## config.mk

```make
export PLATFORM = sky130hd
export DESIGN_NAME = radial_light_dither_mask_core
export DESIGN_NICKNAME = d
export VERILOG_FILES = /design/src/hdl/rldm_pkg.sv /design/src/hdl/radial_light_dither_mask_core.sv
export SDC_FILE = /design/constraint.sdc
export NUM_CORES = 1
export LEC_CHECK = 0
export BUFFER_PORTS_ARGS = -buffer_cell sky130_fd_sc_hd__buf_4
export CAP_MARGIN = 0
export CORE_MARGIN = 4
export CORE_UTILIZATION = 60
export DETAILED_ROUTE_END_ITERATION = 8
export PLACE_DENSITY = 0.79
export SLEW_MARGIN = 10
export SYNTH_ARGS = -nofsm -noshare
export SYNTH_HDL_FRONTEND = slang
export SYNTH_SLANG_ARGS = --single-unit
```

## constraint.sdc

```tcl
create_clock -name clk -period 9.5 [get_ports clk]
set_clock_uncertainty 0.05 [all_clocks]
set_input_delay 0.95 -clock clk [delete_from_list [all_inputs] [get_ports clk]]
set_output_delay 0.95 -clock clk [all_outputs]
set_load 0.005 [all_outputs]
```

## src/hdl/rldm_pkg.sv

```systemverilog
// ----------------------------------------------------------------------------
// rldm_pkg: shared definitions for the radial light dither mask.
// Register map, reset values, the Bayer order and the falloff factor tables.
// ----------------------------------------------------------------------------
package rldm_pkg;

    localparam int RADIUS_W   = 6;
    localparam int STRENGTH_W = 3;
    localparam int PIX_W      = 7;
    localparam int ALPHA_W    = 8;
    localparam int KFACT_W    = 17;
    localparam int R2_W       = 2 * RADIUS_W;
    localparam int SQ_W       = 2 * PIX_W;
    localparam int D2_W       = SQ_W + 1;
    localparam int R2K_W      = R2_W + KFACT_W;
    localparam int KFRAC_W    = 16;

    localparam logic [RADIUS_W-1:0]   MAX_RADIUS     = 6'd63;
    localparam logic [RADIUS_W-1:0]   RADIUS_RESET   = 6'd8;
    localparam logic [STRENGTH_W-1:0] STRENGTH_RESET = 3'd5;
    localparam logic [STRENGTH_W-1:0] STRENGTH_MAX   = 3'd5;

    // Register indexes, decoded from paddr[2].
    localparam logic REG_RADIUS   = 1'b0;
    localparam logic REG_STRENGTH = 1'b1;

    // 4x4 Bayer order entry for row y%4, column x%4.
    function automatic logic [3:0] bayer_entry(input logic [1:0] row, input logic [1:0] col);
        logic [3:0] idx;
        logic [3:0] val;
        idx = {row, col};
        unique case (idx)
            4'd0:  val = 4'd0;
            4'd1:  val = 4'd8;
            4'd2:  val = 4'd2;
            4'd3:  val = 4'd10;
            4'd4:  val = 4'd12;
            4'd5:  val = 4'd4;
            4'd6:  val = 4'd14;
            4'd7:  val = 4'd6;
            4'd8:  val = 4'd3;
            4'd9:  val = 4'd11;
            4'd10: val = 4'd1;
            4'd11: val = 4'd9;
            4'd12: val = 4'd15;
            4'd13: val = 4'd7;
            4'd14: val = 4'd13;
            default: val = 4'd5;
        endcase
        return val;
    endfunction

    // Falloff factor (1 - sqrt(b)/8)^2 in Q1.16, rounded to nearest.
    function automatic logic [KFACT_W-1:0] falloff_k(input logic [3:0] b);
        logic [KFACT_W-1:0] k;
        unique case (b)
            4'd0:  k = 17'd65536;
            4'd1:  k = 17'd50176;
            4'd2:  k = 17'd44414;
            4'd3:  k = 17'd40230;
            4'd4:  k = 17'd36864;
            4'd5:  k = 17'd34020;
            4'd6:  k = 17'd31548;
            4'd7:  k = 17'd29356;
            4'd8:  k = 17'd27387;
            4'd9:  k = 17'd25600;
            4'd10: k = 17'd23965;
            4'd11: k = 17'd22460;
            4'd12: k = 17'd21068;
            4'd13: k = 17'd19775;
            4'd14: k = 17'd18569;
            default: k = 17'd17441;
        endcase
        return k;
    endfunction

    // Alpha of a lit pixel: strength*255/5, with strength saturated at five.
    function automatic logic [ALPHA_W-1:0] lit_alpha(input logic [STRENGTH_W-1:0] s);
        logic [ALPHA_W-1:0] a;
        unique case (s)
            3'd0: a = 8'd0;
            3'd1: a = 8'd51;
            3'd2: a = 8'd102;
            3'd3: a = 8'd153;
            3'd4: a = 8'd204;
            default: a = 8'd255;
        endcase
        return a;
    endfunction

endpackage

```

## src/hdl/radial_light_dither_mask_core.sv

```systemverilog
// ----------------------------------------------------------------------------
// radial_light_dither_mask_core: Bayer-dithered radial falloff light mask.
// Path: an accepted input is registered in stage 1, stage 2 and stage 3; stage 3 drives m_tvalid.
// Throughput: one pixel per cycle while the output is not stalled; the three-stage pipeline with the two
// squarers and the radius-times-factor multiplier sets that figure.
// Reset: pipeline valids clear, radius returns to 8 and strength to 5.
// ----------------------------------------------------------------------------
module radial_light_dither_mask_core
(
    input  logic        clk,
    input  logic        rst_n,
    // APB configuration port
    input  logic        psel,
    input  logic        penable,
    input  logic        pwrite,
    input  logic [2:0]  paddr,
    input  logic [31:0] pwdata,
    output logic [31:0] prdata,
    output logic        pready,
    // Pixel input stream
    input  logic        s_tvalid,
    output logic        s_tready,
    input  logic [15:0] s_tdata,   // [6:0] pix_x, [13:7] pix_y, [15:14] zero
    // Mask output stream
    output logic        m_tvalid,
    input  logic        m_tready,
    output logic [15:0] m_tdata    // [0] lit, [8:1] alpha, [15:9] zero
);

    // ------------------------------------------------------------------------
    // Configuration registers. Writes are to be issued only while the block is
    // idle; the block does not enforce it. The pipeline stages read them directly.
    // ------------------------------------------------------------------------
    logic [rldm_pkg::RADIUS_W-1:0]   radius_reg;
    logic [rldm_pkg::STRENGTH_W-1:0] strength_reg;
    logic                            cfg_wr;
    logic                            cfg_idx;

    assign pready  = 1'b1;
    assign cfg_wr  = psel && penable && pwrite && pready;
    assign cfg_idx = paddr[2];

    always_ff @(posedge clk or negedge rst_n)
    begin
        if (!rst_n)
        begin
            radius_reg   <= rldm_pkg::RADIUS_RESET;
            strength_reg <= rldm_pkg::STRENGTH_RESET;
        end
        else if (cfg_wr)
        begin
            unique case (cfg_idx)
                rldm_pkg::REG_RADIUS:   radius_reg   <= pwdata[rldm_pkg::RADIUS_W-1:0];
                rldm_pkg::REG_STRENGTH: strength_reg <= pwdata[rldm_pkg::STRENGTH_W-1:0];
                default: ;
            endcase
        end
    end

    always_comb
    begin
        unique case (cfg_idx)
            rldm_pkg::REG_RADIUS:
                prdata = {{(32-rldm_pkg::RADIUS_W){1'b0}}, radius_reg};
            default:
                prdata = {{(32-rldm_pkg::STRENGTH_W){1'b0}}, strength_reg};
        endcase
    end

    // Effective radius and strength after saturation.
    logic [rldm_pkg::RADIUS_W-1:0]   r_eff;
    logic [rldm_pkg::STRENGTH_W-1:0] s_eff;

    assign r_eff = (radius_reg > rldm_pkg::MAX_RADIUS) ? rldm_pkg::MAX_RADIUS : radius_reg;
    assign s_eff = (strength_reg > rldm_pkg::STRENGTH_MAX) ? rldm_pkg::STRENGTH_MAX
                                                           : strength_reg;

    // ------------------------------------------------------------------------
    // Pipeline flow control. Each stage loads when it is empty or when the
    // stage after it is moving, so bubbles collapse and a stall holds in place
    // each occupied stage that has no empty stage after it.
    // ------------------------------------------------------------------------
    logic v1_reg, v2_reg, v3_reg;
    logic adv1, adv2, adv3;

    assign adv3     = !v3_reg || m_tready;
    assign adv2     = !v2_reg || adv3;
    assign adv1     = !v1_reg || adv2;
    assign s_tready = adv1;

    always_ff @(posedge clk or negedge rst_n)
    begin
        if (!rst_n)
        begin
            v1_reg <= 1'b0;
            v2_reg <= 1'b0;
            v3_reg <= 1'b0;
        end
        else
        begin
            if (adv1)
            begin
                v1_reg <= s_tvalid;
            end
            if (adv2)
            begin
                v2_reg <= v1_reg;
            end
            if (adv3)
            begin
                v3_reg <= v2_reg;
            end
        end
    end

    // ------------------------------------------------------------------------
    // Stage 1: distances to the centre, mask bounds, Bayer entry, radius^2.
    // ------------------------------------------------------------------------
    logic [rldm_pkg::PIX_W-1:0] pix_x, pix_y, r_ext, r_twice;
    logic [rldm_pkg::PIX_W-1:0] dx_next, dy_next, dx_reg, dy_reg;
    logic                       in1_next, in1_reg;
    logic [3:0]                 b_next, b_reg;
    logic [rldm_pkg::R2_W-1:0]  r2a_next, r2a_reg;

    assign pix_x   = s_tdata[rldm_pkg::PIX_W-1:0];
    assign pix_y   = s_tdata[2*rldm_pkg::PIX_W-1:rldm_pkg::PIX_W];
    assign r_ext   = {1'b0, r_eff};
    assign r_twice = {r_eff, 1'b0};

    always_comb
    begin
        dx_next  = (pix_x >= r_ext) ? (pix_x - r_ext) : (r_ext - pix_x);
        dy_next  = (pix_y >= r_ext) ? (pix_y - r_ext) : (r_ext - pix_y);
        in1_next = (pix_x <= r_twice) && (pix_y <= r_twice);
        b_next   = rldm_pkg::bayer_entry(pix_y[1:0], pix_x[1:0]);
        r2a_next = r_eff * r_eff;
    end

    always_ff @(posedge clk)
    begin
        if (adv1)
        begin
            dx_reg  <= dx_next;
            dy_reg  <= dy_next;
            in1_reg <= in1_next;
            b_reg   <= b_next;
            r2a_reg <= r2a_next;
        end
    end

    // ------------------------------------------------------------------------
    // Stage 2: squares of the offsets and the dither threshold radius^2*K[b].
    // ------------------------------------------------------------------------
    logic [rldm_pkg::SQ_W-1:0]  sqx_next, sqy_next, sqx_reg, sqy_reg;
    logic [rldm_pkg::R2K_W-1:0] r2k_next, r2k_reg;
    logic [rldm_pkg::R2_W-1:0]  r2b_reg;
    logic                       in2_reg;

    always_comb
    begin
        sqx_next = dx_reg * dx_reg;
        sqy_next = dy_reg * dy_reg;
        r2k_next = {{rldm_pkg::KFACT_W{1'b0}}, r2a_reg} * rldm_pkg::falloff_k(b_reg);
    end

    always_ff @(posedge clk)
    begin
        if (adv2)
        begin
            sqx_reg <= sqx_next;
            sqy_reg <= sqy_next;
            r2k_reg <= r2k_next;
            r2b_reg <= r2a_reg;
            in2_reg <= in1_reg;
        end
    end

    // ------------------------------------------------------------------------
    // Stage 3: squared distance, the inner-disc and dither compares, alpha.
    // ------------------------------------------------------------------------
    logic [rldm_pkg::D2_W-1:0]            d2;
    logic [rldm_pkg::D2_W+1:0]            d2x4;
    logic [rldm_pkg::D2_W+rldm_pkg::KFRAC_W-1:0] d2s;
    logic                                 inner, dith;
    logic                                 lit_next, lit_reg;
    logic [rldm_pkg::ALPHA_W-1:0]         alpha_next, alpha_reg;

    always_comb
    begin
        d2         = {1'b0, sqx_reg} + {1'b0, sqy_reg};
        d2x4       = {d2, 2'b00};
        d2s        = {d2, {rldm_pkg::KFRAC_W{1'b0}}};
        inner      = d2x4 <= {{(rldm_pkg::D2_W+2-rldm_pkg::R2_W){1'b0}}, r2b_reg};
        dith       = d2s < {{(rldm_pkg::D2_W+rldm_pkg::KFRAC_W-rldm_pkg::R2K_W){1'b0}},
                            r2k_reg};
        lit_next   = in2_reg && (inner || dith);
        alpha_next = lit_next ? rldm_pkg::lit_alpha(s_eff) : '0;
    end

    always_ff @(posedge clk)
    begin
        if (adv3)
        begin
            lit_reg   <= lit_next;
            alpha_reg <= alpha_next;
        end
    end

    assign m_tvalid = v3_reg;
    assign m_tdata  = {{(16-1-rldm_pkg::ALPHA_W){1'b0}}, alpha_reg, lit_reg};

    // ------------------------------------------------------------------------
    // Assertions
    // ------------------------------------------------------------------------
    a_unlit_dark: assert property (@(posedge clk) disable iff (!rst_n)
        (v3_reg && !lit_reg) |-> (alpha_reg == '0))
        else $error("unlit pixel carries nonzero alpha");

    a_lit_alpha: assert property (@(posedge clk) disable iff (!rst_n)
        (v3_reg && lit_reg) |-> (alpha_reg == rldm_pkg::lit_alpha(s_eff)))
        else $error("lit pixel alpha does not match strength");

    a_outside_unlit: assert property (@(posedge clk) disable iff (!rst_n)
        (v2_reg && adv3 && !in2_reg) |=> !lit_reg)
        else $error("pixel outside the mask came out lit");

    a_stall_hold: assert property (@(posedge clk) disable iff (!rst_n)
        (v2_reg && !adv3) |=> (v2_reg && $stable(r2k_reg) && $stable(sqx_reg)))
        else $error("stage two changed while stalled");

    a_empty_ready: assert property (@(posedge clk) disable iff (!rst_n)
        !v1_reg |-> s_tready)
        else $error("empty pipeline refused input");

endmodule
```

# After elaboration in Yosys (flattened, before gate mapping)

Memories as Yosys holds them, arrays and structs flattened. A register that Yosys moved wholly into a read port is not among the register bits.
Cells that the tools add are included.

Bits in registers: 118
Bits in read-only memories: 336
Bits of input ports: 58
Output and inout port bits: 51
Word-level logic and storage cells: 60
Memories kept: 2

Memories:

| name            | depth | bits a word | rd ports | clocked after Yosys merged registers in | wr ports | RTL line       | text |
|---|---|---|---|---|---|---|---|
| (no name shown) | 16    | 17          | 1        | 0                                       | 0        | rldm_pkg.sv:56 | `unique case (b)` |
| (no name shown) | 16    | 4           | 1        | 1                                       | 0        | rldm_pkg.sv:32 | `unique case (idx)` |

Add/subtract/negate cells: 5
Multiply operators: 4
Magnitude comparators: 8
Equal/unequal tests: 4
Mux-type cells: 6
Bitwise operators: 1
Reductions and logical operators: 14

Operators by type and width:

| kind               | number |
|---|---|
| $pmux 8 s5         | 1 |
| $lt 31x29->1       | 1 |
| $mul 12x17->29     | 1 |
| $mul 7x7->14       | 2 |
| $le 17x12->1       | 1 |
| $add 14x14->15     | 1 |
| $ge 7x6->1         | 2 |
| $le 7x7->1         | 2 |
| $mux 7             | 2 |
| $sub 6x7->7        | 2 |
| $sub 7x6->7        | 2 |
| $mul 6x6->12       | 1 |
| $mux 6             | 2 |
| $eq 3x2->1 const B | 2 |
| $gt 6x6->1 const B | 1 |
| $logic_and 1x1->1  | 4 |
| $logic_or 1x1->1   | 4 |
| $reduce_and 2->1   | 2 |
| $eq 3x1->1 const B | 1 |
| $eq 3x3->1 const B | 1 |
| $gt 3x3->1 const B | 1 |
| $logic_not 1->1    | 3 |
| $logic_not 3->1    | 1 |
| $mux 3             | 1 |
| $not 1->1          | 1 |

# Logic depth before layout (Yosys ltp)

Depth after elaboration: 4
Mapped depth: 27
Gate-level depth less buffers: 25

# Least setup slack after synthesis

Ideal clock, no wire load.

Path kind: register -> register
Start point: register b_reg[1]
End point: register r2k_reg[27] (netlist bit) (data pin)
Library setup time: 261 ps
Data arrival time: 6418 ps
Required time: 9189 ps
Slack: 2771 ps
Stages on the path, launching flop included: 25
Path buffers: 2
Cell sequence: edfxtp_1 -> clkbuf_1 -> inv_1 -> ha_1 -> a211oi_1 -> a21o_1 -> clkbuf_1 -> nand2_1 -> fa_1 -> inv_1 -> fa_1 -> fa_1 -> fa_1 -> inv_1 -> fa_1 -> inv_1 -> ha_1 -> a21oi_1 -> a21oi_1 -> nand2b_1 -> or3_1 -> o221a_2 -> a31o_2 -> o211a_1 -> a311o_1

Word-level cells in the longest chain between the ends: 2

RTL lines:

| what                  | RTL line                             | text |
|---|---|---|
| start, declared       | radial_light_dither_mask_core.sv:122 | `logic [3:0] b_next, b_reg;` |
| $mem_v2 16x17         | --                                   |  |
| $mul 12x17->29        | radial_light_dither_mask_core.sv:163 | `r2k_next = {{rldm_pkg::KFACT_W{1'b0}}, r2a_reg} * rldm_pkg::falloff_k(b_reg);` |
| via r2k_next, one bit | radial_light_dither_mask_core.sv:155 | `logic [rldm_pkg::R2K_W-1:0] r2k_next, r2k_reg;` |
| end signal, assigned  | radial_light_dither_mask_core.sv:172 | `r2k_reg <= r2k_next;` |
| end, declared         | radial_light_dither_mask_core.sv:155 |  |

The timed path passes the listed nets, and every way through them passes these cells.
A chain may end at the register's enable or synchronous reset.

# Final worst setup path

Ends and elaborated chain as after synthesis.

==> flow_summary.toml <==
[synth]
ys_ff_latch = 114
synth-edff-count = 102
synth.cell_area_sq_mm = 0.01593
ys_async_sr_fraction_pct = 10.53
ys.warnings.count = 0
synth_cell_types = 71
synthFlopType = "edfxtp_1"
seq_area_frac_synth_pct = 21.13
syn_area_per_cell_sq_um = 9.626
syn_inst = 1655

[setup_path]
crit_end = "r2k_reg[27]"
required_ns = 9.62
startpoint = "b_reg[1]"
critical_path.max_fanout = 12
critPathLaunchType = "flip-flop"
worstRegToRegCells = 23
critPathCaptureType = "flip-flop"
r2r_start = "b_reg[1]"
crit_type = "flip-flop to flip-flop"
cp_data_arrival_time_ns = 7.88
r2r-end = "r2k_reg[27]"
reg2reg_slack_ns = 1.74

[global_routing]
gr-total-overflow = 0
grt.met1_usage_pct = 30.43
grt_pass1_vias = 12270
grt_pass1_wl_microns = 57130
grt_use_met2_pct = 41.83
grt_usage_pct = 24.22
grt-busiest-layer = "met2"
use_met3_pct = 6.077
grt_max_degree = 68
antenna_found_initial = 0

[sta]
hold_viol = 0
worst_pin_slew_ns = 1.239
maxSlewViolCount = 0
finalCritPeriodShare_pct = 81.72
relSlewSlack_pct = 17.42
clock.fmax_mhz = 128.8
setup-tns-final_ns = 0
fin_crit_ns = 7.763
rsz0062_at_grt = "false"
setup_violations = 0

[place]
place_area_sq_mm = 0.01645
dp.cells = 2002
gp_congestion = 0.9151
dp_hpwl_microns = 25940
numPortBuffers = 44

[clocking]
ctsHtreeMaxLevel = 4
cts_tree = "built"
clkSlewWorstSetupHoldPaths_ns = 0.06
cts_setup_buffers = 0
cts_root_buf = "clkbuf_16"
clk_latency_ns = 0.43
cts_resized = 0
ctsHoldBuffers = 0
cts.sinks = 114
cts_buffer_depth = 2
cts_buffers = 17

[floorplanning]
start_util_pct = 61.14
core_sq_mm = 0.02606
dieWidth_microns = 171.0
fp.dieH_microns = 171.0
ioPinCount = 109
rows = 59
fp.dieArea_sq_mm = 0.02922

[finish]
utilization_pct = 65.35
finalNetCount = 2145
largest_reg_flops = 29
final_cell_area_sq_mm = 0.01703
regArea_sq_mm = 0.003367
stdcell_count = 2034
filler_cell_count = 2021
multiInputGateArea_sq_mm = 0.01114
synthToLayoutAreaGrowth_pct = 6.887
drive_gt1_share_pct = 7.357
diodes = 0

[routing]
wirelength_microns = 33250
drtIter0Drc = 654
wl_per_cell_microns = 16.35
ant_nets = 0
firstDrtPassIters = 5
vias_per_cell = 5.594
drc = 0
via_count = 11380

[worst_hold_path]
worstHoldPathType = "primary input to async pin"

[outcome]
status = "completed"

[run]
max_cap_violations = 0
## layout make-up
cell class                      count  area share, %
Timing Repair Buffer               53          2.337
Tap cell                          335          2.461
Clock buffer                       17          2.498
Sequential cell                   114          19.77
Inverter                          300          6.613
Clock inverter                     15         0.8744
Multi-Input combinational cell   1200          65.44
## cell usage after synthesis (6+ instances only)
cell type / n / share of area (%)
o21a_1: 10 / 0.47
dfrtp_1: 9 / 1.4
mux2i_1: 12 / 0.75
buf_4: 39 / 1.8
a31oi_1: 8 / 0.31
a211oi_1: 6 / 0.28
nand2b_1: 17 / 0.67
xor2_1: 23 / 1.3
a31o_2: 6 / 0.33
xnor2_1: 55 / 3.0
and3_1: 8 / 0.31
nor2b_1: 18 / 0.71
nor2_1: 63 / 1.5
mux2_2: 14 / 0.99
nand2_1: 178 / 4.2
edfxtp_1: 102 / 19
and2_1: 96 / 3.8
a21oi_1: 74 / 2.3
nand3_1: 16 / 0.50
o21bai_1: 12 / 0.57
nor3_1: 15 / 0.47
ha_1: 209 / 16
fa_1: 192 / 24
a21o_1: 23 / 1.1
o21ai_0: 27 / 0.85
inv_1: 300 / 7.1
clkbuf_1: 46 / 1.1
## critical path: stages (launching register included)
cell and delay, ns:
edfxtp_1 0.59, inv_1 0.20, ha_1 0.35, nor2_1 0.09
a21oi_1 0.06, a21oi_1 0.92, nand2_1 0.22, fa_1 0.54
fa_1 0.52, inv_1 0.06, fa_1 0.47, fa_1 0.55
inv_1 0.06, fa_1 0.52, inv_1 0.04, ha_1 0.35
a21oi_1 0.27, a21oi_1 0.10, nand2b_1 0.16, or3_1 0.31
o221a_2 0.27, a31o_2 0.27, o211a_1 0.23, a311o_1 0.27
## logic make-up after synthesis
family                   Yosys count  synth area share, %
adder cells (fa/ha/maj)          401                40.54
flip-flops                       114                21.13
multiplexers                      27                1.885
XOR/XNOR                          78                4.288
AO/OA/AOI/OAI                    200                8.396
other                              2              0.04714
AND/OR/NAND/NOR                  443                13.60
buffers and inverters            390                10.11
## placed cells by master (no fill, tap or decap), types with 15 or more instances in the layout
cell | synthesis | final
o21ai_0 | 27 | 27
and2_1 | 96 | 96
nand3_1 | 16 | 16
conb_1 | 2 | 51
nand2b_1 | 17 | 17
nor3_1 | 15 | 15
inv_1 | 300 | 300
nor2_1 | 63 | 63
xnor2_1 | 55 | 55
a21oi_1 | 74 | 74
edfxtp_1 | 102 | 102
ha_1 | 209 | 209
xor2_1 | 23 | 23
fa_1 | 192 | 192
clkbuf_16 | 0 | 17
buf_4 | 39 | 53
nor2b_1 | 18 | 18
a21o_1 | 23 | 23
nand2_1 | 178 | 178
## worst min path at each step
stage               startpoint               to  slack [ns]  cells past startpoint
global route             rst_n  strength_reg[1]        0.30                      1
global placement       in1_reg          in2_reg        0.36                      0
finish                   rst_n    radius_reg[5]        0.30                      1
CTS                      rst_n    radius_reg[5]        0.28                      1
floorplan              in1_reg          in2_reg        0.35                      0
detailed placement     in1_reg          in2_reg        0.36                      0
## stage by stage
stage	hold WS, ns	worst slack (ns)
6_report	0.2982	1.737
5_1_grt	0.2953	1.286
4_1_cts	0.2821	1.806
3_5_place_dp	0.3554	1.850
3_3_place_gp	0.3579	2.002
2_1_floorplan	0.3503	2.771
## layer usage
layer | part of all wire, % | routed length (microns) | vias up
met1 | 40 | 13360 | 5590
met3 | 7.6 | 2522 | 89
met5 | 0 | 0 | -
met4 | 2.3 | 760 | 0
met2 | 50 | 16610 | 390
li1 | - | - | 5309
Power is not shown: default switching activity piles up to over one toggle a cycle in this logic, so the estimate is an artifact.
